$ cat config.mk
export PLATFORM = sky130hd
export DESIGN_NAME = touch_drum_trigger_voice_table
export DESIGN_NICKNAME = d
export VERILOG_FILES = /design/src/tdt_pkg.sv /design/src/tdt_voice_cell.sv /design/src/tdt_hit_unit.sv /design/src/touch_drum_trigger_voice_table.sv
export VERILOG_INCLUDE_DIRS = /design/src /design/src/src
export SDC_FILE = /design/constraint.sdc
export NUM_CORES = 2
export LEC_CHECK = 0
export BUFFER_PORTS_ARGS = -buffer_cell sky130_fd_sc_hd__buf_2
export CAP_MARGIN = 20
export CORE_ASPECT_RATIO = 0.6
export CORE_MARGIN = 2
export CORE_UTILIZATION = 60
export CTS_BUF_LIST = sky130_fd_sc_hd__clkbuf_8
export DETAILED_ROUTE_END_ITERATION = 8
export GPL_ROUTABILITY_DRIVEN = 0
export PLACE_DENSITY = 0.79
export SYNTH_ARGS = -nofsm -noshare
export SYNTH_HDL_FRONTEND = slang
export SYNTH_HIERARCHICAL = 1
export SYNTH_SLANG_ARGS = --single-unit
$ cat constraint.sdc
create_clock -name i_clk -period 10.9 [get_ports i_clk]
set_input_delay 0.545 -clock i_clk [delete_from_list [all_inputs] [get_ports i_clk]]
set_output_delay 0.545 -clock i_clk [all_outputs]
set_load 0.01 [all_outputs]
$ cat src/touch_drum_trigger_voice_table_macros.svh
// Assertion macros for the drum trigger block.
// Included by the top level; depends on nothing else.
`ifndef TOUCH_DRUM_TRIGGER_VOICE_TABLE_MACROS_SVH
`define TOUCH_DRUM_TRIGGER_VOICE_TABLE_MACROS_SVH

// Same-cycle implication, disabled while reset is asserted.
`define TDT_ASSERT_NOW(label, clk, rst_n, ante, cons, msg) \
    label: assert property (@(posedge clk) disable iff (!(rst_n)) (ante) |-> (cons)) \
        else $error(msg);

// Next-cycle implication, disabled while reset is asserted.
`define TDT_ASSERT_NEXT(label, clk, rst_n, ante, cons, msg) \
    label: assert property (@(posedge clk) disable iff (!(rst_n)) (ante) |=> (cons)) \
        else $error(msg);

`endif

$ cat src/tdt_pkg.sv
// Shared types, codes and constants for the drum trigger block.
// Used by every module of the block; depends on nothing.
package tdt_pkg;

    // Default sizes, handed to the top level parameters.
    localparam int DEF_VOICE_SLOTS  = 8;
    localparam int DEF_FINGER_COUNT = 5;
    localparam int DEF_PAD_COUNT    = 8;

    // Results per input item, and the width of their counter.
    localparam int MAX_RESULTS = 8;
    localparam int RES_W       = 3;

    localparam logic [31:0] HOLD_TICKS       = 32'd250;
    localparam logic [6:0]  DEFAULT_VELOCITY = 7'd110;
    localparam logic [6:0]  VELOCITY_MAX     = 7'd127;

    // Pad numbers carry a code for "no pad".
    localparam int          PAD_IDX_W = 4;
    localparam logic [3:0]  NO_PAD    = 4'd15;

    localparam int CFG_INDEX_W = 3;
    localparam int CFG_DATA_W  = 55;

    // Command codes.
    localparam logic [2:0] CMD_DOWN    = 3'd0;
    localparam logic [2:0] CMD_MOVE    = 3'd1;
    localparam logic [2:0] CMD_UP      = 3'd2;
    localparam logic [2:0] CMD_DIRECT  = 3'd3;
    localparam logic [2:0] CMD_TICK    = 3'd4;
    localparam logic [2:0] CMD_RELEASE = 3'd5;

    typedef struct packed {
        logic [2:0]         cmd;
        logic [2:0]         finger;
        logic signed [15:0] touch_x;
        logic signed [15:0] touch_y;
        logic [7:0]         pressure;
        logic [6:0]         direct_note;
    } t_in;

    typedef struct packed {
        logic       note_on;
        logic [6:0] note_number;
        logic [6:0] velocity;
        logic       last;
    } t_out;

    // One pad register, laid out as written over the configuration port.
    typedef struct packed {
        logic [6:0]         note;
        logic [15:0]        radius;
        logic signed [15:0] cy;
        logic signed [15:0] cx;
    } t_pad;

    // Contents of one voice cell.
    typedef struct packed {
        logic [6:0]  note;
        logic [31:0] rtime;
    } t_voice;

    // Per-cell control from the sequencer.
    typedef struct packed {
        logic shift;
        logic load;
    } t_cell_ctrl;

    // Answer of the hit test unit.
    typedef struct packed {
        logic                 done;
        logic [PAD_IDX_W-1:0] pad;
        logic [6:0]           note;
    } t_hit_rsp;

    typedef enum logic [1:0] {
        HU_IDLE,
        HU_MUL,
        HU_CMP
    } t_hit_state;

    typedef enum logic [2:0] {
        ST_IDLE,
        ST_SEARCH,
        ST_STEAL,
        ST_PLAY,
        ST_EXPIRE,
        ST_FLUSH
    } t_state;

endpackage

$ cat src/tdt_voice_cell.sv
// One cell of the held-note chain: a note and its release time.
// Depends on tdt_pkg for the cell data and control types.
module tdt_voice_cell (
    input  logic                i_clk,
    input  tdt_pkg::t_cell_ctrl i_ctrl,
    input  tdt_pkg::t_voice     i_next,
    input  tdt_pkg::t_voice     i_load,
    input  logic [31:0]         i_tick,
    output tdt_pkg::t_voice     o_voice,
    output logic                o_due
);
    import tdt_pkg::*;

    t_voice      r_voice;
    logic [31:0] w_diff;

    // Take the neighbour's entry when the chain closes up, or a new note.
    always_ff @(posedge i_clk) begin
        if (i_ctrl.shift) begin
            r_voice <= i_next;
        end else if (i_ctrl.load) begin
            r_voice <= i_load;
        end
    end

    // The note is due once the wrapped difference is not negative.
    assign w_diff  = i_tick - r_voice.rtime;
    assign o_due   = ~w_diff[31];
    assign o_voice = r_voice;

endmodule

$ cat src/tdt_hit_unit.sv
// Hit test sequencer: walks the pads one at a time, first hit wins.
// Depends on tdt_pkg for the pad, response and state types.
module tdt_hit_unit #(
    parameter int PAD_COUNT = tdt_pkg::DEF_PAD_COUNT
) (
    input  logic               i_clk,
    input  logic               i_rst_n,
    input  logic               i_start,
    input  logic signed [15:0] i_x,
    input  logic signed [15:0] i_y,
    input  tdt_pkg::t_pad      i_pads [PAD_COUNT],
    output tdt_pkg::t_hit_rsp  o_rsp
);
    import tdt_pkg::*;

    localparam int PIW = (PAD_COUNT > 1) ? $clog2(PAD_COUNT) : 1;

    t_hit_state         r_state;
    t_hit_state         n_state;
    logic [PIW-1:0]     r_idx;
    logic signed [15:0] r_x;
    logic signed [15:0] r_y;
    logic [31:0]        r_sqx;
    logic [31:0]        r_sqy;
    logic [31:0]        r_sqr;

    t_pad               w_pad;
    logic signed [16:0] w_dx;
    logic signed [16:0] w_dy;
    logic [15:0]        w_ax;
    logic [15:0]        w_ay;
    logic [31:0]        w_sqx;
    logic [31:0]        w_sqy;
    logic [31:0]        w_sqr;
    logic [32:0]        w_dist;
    logic               w_hit;
    logic               w_last_pad;

    // Offsets and their magnitudes for the pad under test.
    assign w_pad = i_pads[r_idx];
    assign w_dx  = {r_x[15], r_x} - {w_pad.cx[15], w_pad.cx};
    assign w_dy  = {r_y[15], r_y} - {w_pad.cy[15], w_pad.cy};
    assign w_ax  = w_dx[16] ? 16'(-w_dx) : w_dx[15:0];
    assign w_ay  = w_dy[16] ? 16'(-w_dy) : w_dy[15:0];
    assign w_sqx = 32'(w_ax) * 32'(w_ax);
    assign w_sqy = 32'(w_ay) * 32'(w_ay);
    assign w_sqr = 32'(w_pad.radius) * 32'(w_pad.radius);

    // Compare the registered squares.
    assign w_dist     = {1'b0, r_sqx} + {1'b0, r_sqy};
    assign w_hit      = w_dist <= {1'b0, r_sqr};
    assign w_last_pad = r_idx == PIW'(PAD_COUNT - 1);

    // Next state.
    always_comb begin
        n_state = r_state;
        case (r_state)
            HU_IDLE: begin
                if (i_start) begin
                    n_state = HU_MUL;
                end
            end
            HU_MUL: begin
                n_state = HU_CMP;
            end
            HU_CMP: begin
                if (w_hit || w_last_pad) begin
                    n_state = HU_IDLE;
                end else begin
                    n_state = HU_MUL;
                end
            end
            default: begin
                n_state = HU_IDLE;
            end
        endcase
    end

    // Response to the sequencer.
    always_comb begin
        o_rsp      = '0;
        o_rsp.pad  = w_hit ? PAD_IDX_W'(r_idx) : NO_PAD;
        o_rsp.note = w_pad.note;
        case (r_state)
            HU_CMP: begin
                o_rsp.done = w_hit || w_last_pad;
            end
            default: begin
                o_rsp.done = 1'b0;
            end
        endcase
    end

    always_ff @(posedge i_clk) begin
        if (!i_rst_n) begin
            r_state <= HU_IDLE;
            r_idx   <= '0;
        end else begin
            r_state <= n_state;
            if (r_state == HU_IDLE) begin
                r_idx <= '0;
            end else if (r_state == HU_CMP && !w_hit && !w_last_pad) begin
                r_idx <= r_idx + PIW'(1);
            end
        end
    end

    // Touch point and squares need no reset.
    always_ff @(posedge i_clk) begin
        if (r_state == HU_IDLE && i_start) begin
            r_x <= i_x;
            r_y <= i_y;
        end
        if (r_state == HU_MUL) begin
            r_sqx <= w_sqx;
            r_sqy <= w_sqy;
            r_sqr <= w_sqr;
        end
    end

endmodule

$ cat src/touch_drum_trigger_voice_table.sv
// Drum trigger top level: pad registers, finger map, sequencer, voice chain.
// A direct note goes to play, through a steal first when the table is full; a down or
// move walks the pads in order until the first hit. One item is in work at a time.
// Tick and release all emit one note-off per cycle while the output is not stalled.
// Synchronous active-low reset clears pads, finger map, count and tick clock.
module touch_drum_trigger_voice_table #(
    parameter int VOICE_SLOTS  = tdt_pkg::DEF_VOICE_SLOTS,
    parameter int FINGER_COUNT = tdt_pkg::DEF_FINGER_COUNT,
    parameter int PAD_COUNT    = tdt_pkg::DEF_PAD_COUNT
) (
    input  logic                               i_clk,
    input  logic                               i_rst_n,
    input  logic                               i_in_valid,
    output logic                               o_in_ready,
    input  tdt_pkg::t_in                       i_in,
    output logic                               o_out_valid,
    input  logic                               i_out_ready,
    output tdt_pkg::t_out                      o_out,
    input  logic                               i_cfg_valid,
    output logic                               o_cfg_ready,
    input  logic [tdt_pkg::CFG_INDEX_W-1:0]    i_cfg_index,
    input  logic [tdt_pkg::CFG_DATA_W-1:0]     i_cfg_data
);
    import tdt_pkg::*;

`include "touch_drum_trigger_voice_table_macros.svh"

    localparam int CW = $clog2(VOICE_SLOTS + 1);
    localparam int IW = (VOICE_SLOTS > 1) ? $clog2(VOICE_SLOTS) : 1;
    localparam logic [RES_W-1:0] RES_LAST = RES_W'(MAX_RESULTS - 1);

    t_state               r_state;
    t_state               n_state;
    logic [CW-1:0]        r_count;
    logic [31:0]          r_tick;
    logic [PAD_IDX_W-1:0] r_map [FINGER_COUNT];
    t_pad                 r_pads [PAD_COUNT];
    logic [RES_W-1:0]     r_res;
    logic                 r_out_valid;
    t_out                 r_out;
    logic [2:0]           r_finger;
    logic [6:0]           r_vel;
    logic [6:0]           r_note;

    logic                 w_in_acc;
    logic                 w_out_free;
    logic                 w_finger_ok;
    logic                 w_full;
    logic [6:0]           w_vel;
    logic [PAD_IDX_W-1:0] w_map_cur;
    t_hit_rsp             w_rsp;
    logic                 w_hit_start;
    logic                 w_emit;
    t_out                 w_out;
    logic                 w_rm;
    logic [IW-1:0]        w_rm_idx;
    logic                 w_app;

    t_voice               w_voice [VOICE_SLOTS];
    t_voice               w_load;
    logic [VOICE_SLOTS-1:0] w_cell_due;
    logic [VOICE_SLOTS-1:0] w_due;
    logic [IW-1:0]        w_first;
    logic [6:0]           w_first_note;
    logic                 w_any_due;
    logic                 w_more_due;

    // Handshake terms.
    assign o_in_ready  = r_state == ST_IDLE;
    assign o_cfg_ready = 1'b1;
    assign w_in_acc    = i_in_valid && o_in_ready;
    assign w_out_free  = !r_out_valid || i_out_ready;
    assign o_out_valid = r_out_valid;
    assign o_out       = r_out;

    // Finger range, table full and velocity of the incoming item.
    assign w_finger_ok = (FINGER_COUNT >= 8) || (i_in.finger < 3'(FINGER_COUNT));
    assign w_full      = r_count == CW'(VOICE_SLOTS);
    assign w_vel       = (i_in.pressure == 8'd0) ? DEFAULT_VELOCITY :
                         (i_in.pressure[7] ? VELOCITY_MAX : i_in.pressure[6:0]);

    // Pad remembered for the finger in work.
    always_comb begin
        w_map_cur = NO_PAD;
        for (int f = 0; f < FINGER_COUNT; f++) begin
            if (r_finger == 3'(f)) begin
                w_map_cur = r_map[f];
            end
        end
    end

    tdt_hit_unit #(
        .PAD_COUNT (PAD_COUNT)
    ) u_hit (
        .i_clk   (i_clk),
        .i_rst_n (i_rst_n),
        .i_start (w_hit_start),
        .i_x     (i_in.touch_x),
        .i_y     (i_in.touch_y),
        .i_pads  (r_pads),
        .o_rsp   (w_rsp)
    );

    // Row of voice cells; each closes up from its upper neighbour.
    assign w_load = '{note: r_note, rtime: r_tick + HOLD_TICKS};

    for (genvar i = 0; i < VOICE_SLOTS; i++) begin : g_cell
        t_cell_ctrl w_ctrl;
        t_voice     w_next;

        assign w_ctrl.shift = w_rm && (IW'(i) >= w_rm_idx);
        assign w_ctrl.load  = w_app && (r_count == CW'(i));
        assign w_next       = (i == VOICE_SLOTS - 1) ? w_load : w_voice[(i + 1) % VOICE_SLOTS];
        assign w_due[i]     = w_cell_due[i] && (CW'(i) < r_count);

        tdt_voice_cell u_cell (
            .i_clk   (i_clk),
            .i_ctrl  (w_ctrl),
            .i_next  (w_next),
            .i_load  (w_load),
            .i_tick  (r_tick),
            .o_voice (w_voice[i]),
            .o_due   (w_cell_due[i])
        );
    end

    // Oldest due note, and whether another stays due behind it.
    always_comb begin
        w_first = '0;
        for (int i = VOICE_SLOTS - 1; i >= 0; i--) begin
            if (w_due[i]) begin
                w_first = IW'(i);
            end
        end
    end

    always_comb begin
        w_first_note = w_voice[0].note;
        for (int i = 0; i < VOICE_SLOTS; i++) begin
            if (w_first == IW'(i)) begin
                w_first_note = w_voice[i].note;
            end
        end
    end

    assign w_any_due  = |w_due;
    assign w_more_due = |(w_due & (w_due - VOICE_SLOTS'(1)));

    // Next state of the sequencer.
    always_comb begin
        n_state = r_state;
        case (r_state)
            ST_IDLE: begin
                if (w_in_acc) begin
                    case (i_in.cmd)
                        CMD_DOWN, CMD_MOVE: begin
                            n_state = w_finger_ok ? ST_SEARCH : ST_IDLE;
                        end
                        CMD_DIRECT: begin
                            n_state = w_full ? ST_STEAL : ST_PLAY;
                        end
                        CMD_TICK: begin
                            n_state = ST_EXPIRE;
                        end
                        CMD_RELEASE: begin
                            n_state = ST_FLUSH;
                        end
                        default: begin
                            n_state = ST_IDLE;
                        end
                    endcase
                end
            end
            ST_SEARCH: begin
                if (w_rsp.done) begin
                    if (w_rsp.pad != w_map_cur && w_rsp.pad != NO_PAD) begin
                        n_state = w_full ? ST_STEAL : ST_PLAY;
                    end else begin
                        n_state = ST_IDLE;
                    end
                end
            end
            ST_STEAL: begin
                if (w_out_free) begin
                    n_state = ST_PLAY;
                end
            end
            ST_PLAY: begin
                if (w_out_free) begin
                    n_state = ST_IDLE;
                end
            end
            ST_EXPIRE: begin
                if (!w_any_due || (w_emit && w_out.last)) begin
                    n_state = ST_IDLE;
                end
            end
            ST_FLUSH: begin
                if (r_count == '0 || (w_emit && w_out.last)) begin
                    n_state = ST_IDLE;
                end
            end
            default: begin
                n_state = ST_IDLE;
            end
        endcase
    end

    // Sequencer outputs: results, chain control and hit test start.
    always_comb begin
        w_hit_start = 1'b0;
        w_emit      = 1'b0;
        w_out       = '0;
        w_rm        = 1'b0;
        w_rm_idx    = '0;
        w_app       = 1'b0;
        case (r_state)
            ST_IDLE: begin
                w_hit_start = w_in_acc && w_finger_ok &&
                              (i_in.cmd == CMD_DOWN || i_in.cmd == CMD_MOVE);
            end
            ST_STEAL: begin
                w_out.note_number = w_voice[0].note;
                if (w_out_free) begin
                    w_emit = 1'b1;
                    w_rm   = 1'b1;
                end
            end
            ST_PLAY: begin
                w_out.note_on     = 1'b1;
                w_out.note_number = r_note;
                w_out.velocity    = r_vel;
                w_out.last        = 1'b1;
                if (w_out_free) begin
                    w_emit = 1'b1;
                    w_app  = 1'b1;
                end
            end
            ST_EXPIRE: begin
                w_out.note_number = w_first_note;
                w_out.last        = (r_res == RES_LAST) || !w_more_due;
                w_rm_idx          = w_first;
                if (w_out_free && w_any_due) begin
                    w_emit = 1'b1;
                    w_rm   = 1'b1;
                end
            end
            ST_FLUSH: begin
                w_out.note_number = w_voice[0].note;
                w_out.last        = (r_res == RES_LAST) || (r_count == CW'(1));
                if (w_out_free && r_count != '0) begin
                    w_emit = 1'b1;
                    w_rm   = 1'b1;
                end
            end
            default: begin
                w_emit = 1'b0;
            end
        endcase
    end

    // Control state, pad registers and finger map.
    always_ff @(posedge i_clk) begin
        if (!i_rst_n) begin
            r_state     <= ST_IDLE;
            r_count     <= '0;
            r_tick      <= '0;
            r_res       <= '0;
            r_out_valid <= 1'b0;
            for (int f = 0; f < FINGER_COUNT; f++) begin
                r_map[f] <= NO_PAD;
            end
            for (int p = 0; p < PAD_COUNT; p++) begin
                r_pads[p] <= '0;
            end
        end else begin
            r_state <= n_state;

            if (w_rm) begin
                r_count <= r_count - CW'(1);
            end else if (w_app) begin
                r_count <= r_count + CW'(1);
            end

            if (w_in_acc && i_in.cmd == CMD_TICK) begin
                r_tick <= r_tick + 32'd1;
            end

            if (w_in_acc) begin
                r_res <= '0;
            end else if (w_emit) begin
                r_res <= r_res + RES_W'(1);
            end

            if (w_emit) begin
                r_out_valid <= 1'b1;
            end else if (i_out_ready) begin
                r_out_valid <= 1'b0;
            end

            // An up clears the pad; a finished search stores the new one.
            for (int f = 0; f < FINGER_COUNT; f++) begin
                if (w_in_acc && i_in.cmd == CMD_UP && i_in.finger == 3'(f)) begin
                    r_map[f] <= NO_PAD;
                end else if (r_state == ST_SEARCH && w_rsp.done &&
                             r_finger == 3'(f)) begin
                    r_map[f] <= w_rsp.pad;
                end
            end

            // Writes to registers beyond the pad count are dropped.
            for (int p = 0; p < PAD_COUNT; p++) begin
                if (i_cfg_valid && o_cfg_ready && i_cfg_index == CFG_INDEX_W'(p)) begin
                    r_pads[p] <= t_pad'(i_cfg_data);
                end
            end
        end
    end

    // Item fields and the result register need no reset.
    always_ff @(posedge i_clk) begin
        if (w_in_acc) begin
            r_finger <= i_in.finger;
            r_vel    <= w_vel;
            r_note   <= i_in.direct_note;
        end else if (r_state == ST_SEARCH && w_rsp.done) begin
            r_note <= w_rsp.note;
        end
        if (w_emit) begin
            r_out <= w_out;
        end
    end

    // A note-on always closes the results of its item.
    `TDT_ASSERT_NOW(a_note_on_last, i_clk, i_rst_n, o_out_valid && o_out.note_on,
        o_out.last, "note-on result not marked last")

    // A note-on is only placed when the table has room for it.
    `TDT_ASSERT_NOW(a_room_for_note, i_clk, i_rst_n, w_app,
        r_count < CW'(VOICE_SLOTS), "note-on placed into a full voice table")

    // A tick advances the clock by exactly one.
    `TDT_ASSERT_NEXT(a_tick_step, i_clk, i_rst_n, w_in_acc && i_in.cmd == CMD_TICK,
        r_tick == $past(r_tick) + 32'd1, "tick clock did not advance by one")

endmodule
==> flow_metrics.tcl <==
set metrics [dict create \
    initial_core_util 0.603 \
    cp_max_fo 30 \
    critical_path_class "flop to flop" \
    stdcell_count 9553 \
    combPwrFrac 0.703 \
    hpwl_um 151000 \
    cts_tree "yes" \
    utilization 0.661 \
    die_area_mm2 0.127 \
    ys.flop_type "edfxtp_1" \
    ys_seq_elements 978 \
    cap_viol_max_count 0 \
    synth_warnings 6 \
    grt_pass1_vias 57600 \
    detailedRoute.firstIterationViolations 6857 \
    min_period_over_period 0.962 \
    finalWirelength_um 213000 \
    syn_inst 7565 \
    worst_ep_required_time_ns 11.53 \
    layout-drive-gt1-share 0.147 \
    path_buf_inv 5 \
    slowest_stage "a2bb2oi_1" \
    peakVddDrop_v 0.00131 \
    drc_errors 0 \
    chipWidth_um 459 \
    p_clk_frac 0.114 \
    p_sw_frac 0.478 \
    maxSlewHeadroom 0.163 \
    final_antenna_net_count 0 \
    crit_family "adder cells" \
    syn_area_mm2 0.0744 \
    synthArstFlopShare 0 \
    antenna_found_initial 16 \
    cp_common_cell "fa_1" \
    via_count 57600 \
    firstDrtPassIters 7 \
    cts_sinks 978 \
    seqPwrFrac 0.183 \
    finalSetupViolCount 0 \
    leakage_uw 0.0360 \
    grt_pass1_wl_um 330000 \
    cts_buffers 153 \
    io_pins 135 \
    fp-row-count 100 \
    grt_max_degree 277 \
    syn-num-nets 8814 \
    port_buffers 133 \
    crit_path_start_kind "flop" \
    switchingPower_uw 13500 \
    avgViaCountPerCell 6.03 \
    h-tree-depth 4 \
    clkTransAtPathRegs_ns 0.07 \
    clock_skew_ns 0.0585 \
    finalHoldViolCount 0 \
    coreArea_mm2 0.123 \
    synth_cell_types 99 \
    hold_class "input pin to flop" \
    max_freq_ghz 0.0953 \
    power_density_mw_per_mm2 345 \
    internal_power_uw 14700 \
    n_fill_cell 9321 \
    wl_per_cell_um 22.3 \
    cts_buffer_depth 3 \
    die_y_um 277 \
    postSynthAreaPerCell_um2 9.84 \
    dp_cells 9137 \
    seq_area_frac_synth 0.329 \
    slew_violations 0 \
    gr-total-overflow 0 \
    outcome "finished clean" \
    worstMarginPinSlew_ns 1.26 \
    final.min_clock_period_ns 10.49 \
    fin_nets 9030 \
    clockRootBuffer "clkbuf_8" \
    rrSetupSlack_ns 0.41 \
    crit_path_end_kind "flop" \
    synth_edf_count 490 \
    synthToLayoutAreaGrowth_pct 9.72 \
    crit_path_max_incr_delay_ns 0.56 \
    cp.arrival_ns 11.12 \
    grtUsageTotal 0.333 \
    worstSkewPairLatency_ns 0.92 \
]
-- worst paths after layout --
kind                  startpoint  depth (start not counted)         endpoint
setup / recovery  u_hit/r_idx[0]                         34  u_hit/r_sqx[30]
hold / removal        i_in_valid                          3       r_state[1]
setup reg to reg  u_hit/r_idx[0]                         34  u_hit/r_sqx[30]
hold reg to reg        r_pads[6]                          2        r_pads[6]
-- what timing repair did --
item | in CTS | in global routing
hold endpoints to repair | 489 | 0
hold buffers | 111 | 0
setup buffers | 1 | 7
endpoints found under the setup margin | 2 | 17
gates resized for setup | 0 | 18
-- state kept, by name (all words and copies together), names as in the netlist, 20 cells and up --
name                   flops
r_pads                   440
g_cell.u_cell/o_voice    312
r_tick                    32
u_hit/r_sqr               31
u_hit/r_sqx               31
u_hit/r_sqy               31
r_map                     20
-- cells in the final DEF (no fill, tap or decap), drive strengths merged, types with 164 or more instances in the layout --
cell | Yosys | final
clkbuf | 302 | 180
fa | 494 | 494
nand2 | 1230 | 1230
a21boi | 420 | 420
mux2 | 332 | 332
buf | 51 | 303
nor2 | 367 | 367
ha | 639 | 639
dfxtp | 488 | 488
edfxtp | 490 | 490
o21ai | 168 | 168
inv | 972 | 1036
xnor2 | 164 | 164
a21oi | 285 | 285
-- metrics by stage --
step	power [uW]	TNS (ns)	cell area, um2	worst slack [ns]	hold slack (ns)
2_1_floorplan	18900	0	74400	0.0622	0.433
3_3_place_gp	23800	0	77200	0.0469	0.439
3_5_place_dp	24300	-0.0757	77200	-0.0720	0.445
4_1_cts	27800	0	81400	0.0236	0.0242
5_1_grt	30400	-0.00292	81700	-0.00292	0.0840
6_report	28200	0	81700	0.412	0.0797
-- metal layers --
layer / GRT usage / vias up / routed length, um
met5: 0 / - / 100
met3: 0.103 / 446 / 29100
li1: - / 25900 / -
met4: 0.109 / 16 / 6510
met1: 0.487 / 27900 / 89900
met2: 0.470 / 3339 / 87600
-- Yosys cell counts, types with 16 or more instances --
library cell | count | area (um2)
mux2i_1 | 68 | 681
xor2_1 | 90 | 788
edfxtp_1 | 490 | 14700
and2_1 | 47 | 294
clkbuf_1 | 247 | 927
a21boi_0 | 414 | 3110
mux4_2 | 110 | 2480
or2_2 | 78 | 488
ha_1 | 639 | 8000
nand2_1 | 1228 | 4610
nor2b_1 | 44 | 275
a211oi_1 | 21 | 158
o21a_1 | 26 | 195
xnor2_1 | 163 | 1430
fa_1 | 494 | 9890
nand4_1 | 56 | 350
nor3_1 | 41 | 205
nand3_1 | 80 | 400
o211ai_1 | 17 | 128
inv_1 | 966 | 3630
a31oi_1 | 27 | 169
o21bai_1 | 24 | 180
and3_1 | 44 | 275
a21oi_1 | 285 | 1430
nor2_1 | 366 | 1370
or3_1 | 16 | 100
a221oi_1 | 17 | 149
nand2b_1 | 51 | 319
dfxtp_1 | 488 | 9770
a21o_1 | 87 | 653
clkbuf_2 | 55 | 275
buf_1 | 20 | 75.1
o21ai_0 | 147 | 736
buf_2 | 21 | 105
mux2_2 | 332 | 3740
o21ai_1 | 19 | 95.1
-- worst reg2reg max path: cells and delay by family, from the launching register on --
| kind | cells | cell delay (ns) |
|---|---|---|
| fa+ha+maj | 8 | 3.82 |
| compound gates | 13 | 3.57 |
| mux | 2 | 0.81 |
| buf+inv | 5 | 0.69 |
| simple gates | 4 | 0.56 |
| flops | 1 | 0.47 |
| xor+xnor | 2 | 0.29 |
-- area by class of cell --
class | count | area (um2) | share of cell area
Clock inverter | 105 | 644 | 0.00789
Timing Repair Buffer | 414 | 3220 | 0.0395
Antenna cell | 10 | 25.0 | 0.000306
Clock buffer | 180 | 2480 | 0.0303
Sequential cell | 978 | 24500 | 0.300
Tap cell | 1632 | 2040 | 0.0250
Multi-Input combinational cell | 5256 | 45100 | 0.552
Inverter | 978 | 3670 | 0.0450
-- power by group through the flow --
stage | Sequential (uW) | Clock (uW) | Combinational, uW
global placement | 5220 | 0 | 18600
floorplan | 5160 | 0 | 13800
global route | 5160 | 3410 | 21900
CTS | 5140 | 3240 | 19400
detailed placement | 5220 | 0 | 19100
finish | 5150 | 3220 | 19800
-- cell families (layout without fill, tap and decap cells) --
family | after synthesis | count (layout) | share of synthesized area
XOR/XNOR | 256 | 256 | 0.0306
other | 1 | 11 | 0.0000504
multiplexers | 510 | 510 | 0.0927
AO/OA/AOI/OAI | 1222 | 1222 | 0.112
AND/OR/NAND/NOR | 2134 | 2134 | 0.127
buffers and inverters | 1331 | 1677 | 0.0689
adder cells (fa/ha/maj) | 1133 | 1133 | 0.240
flip-flops | 978 | 978 | 0.329
Power figures use the tool's default switching activity.
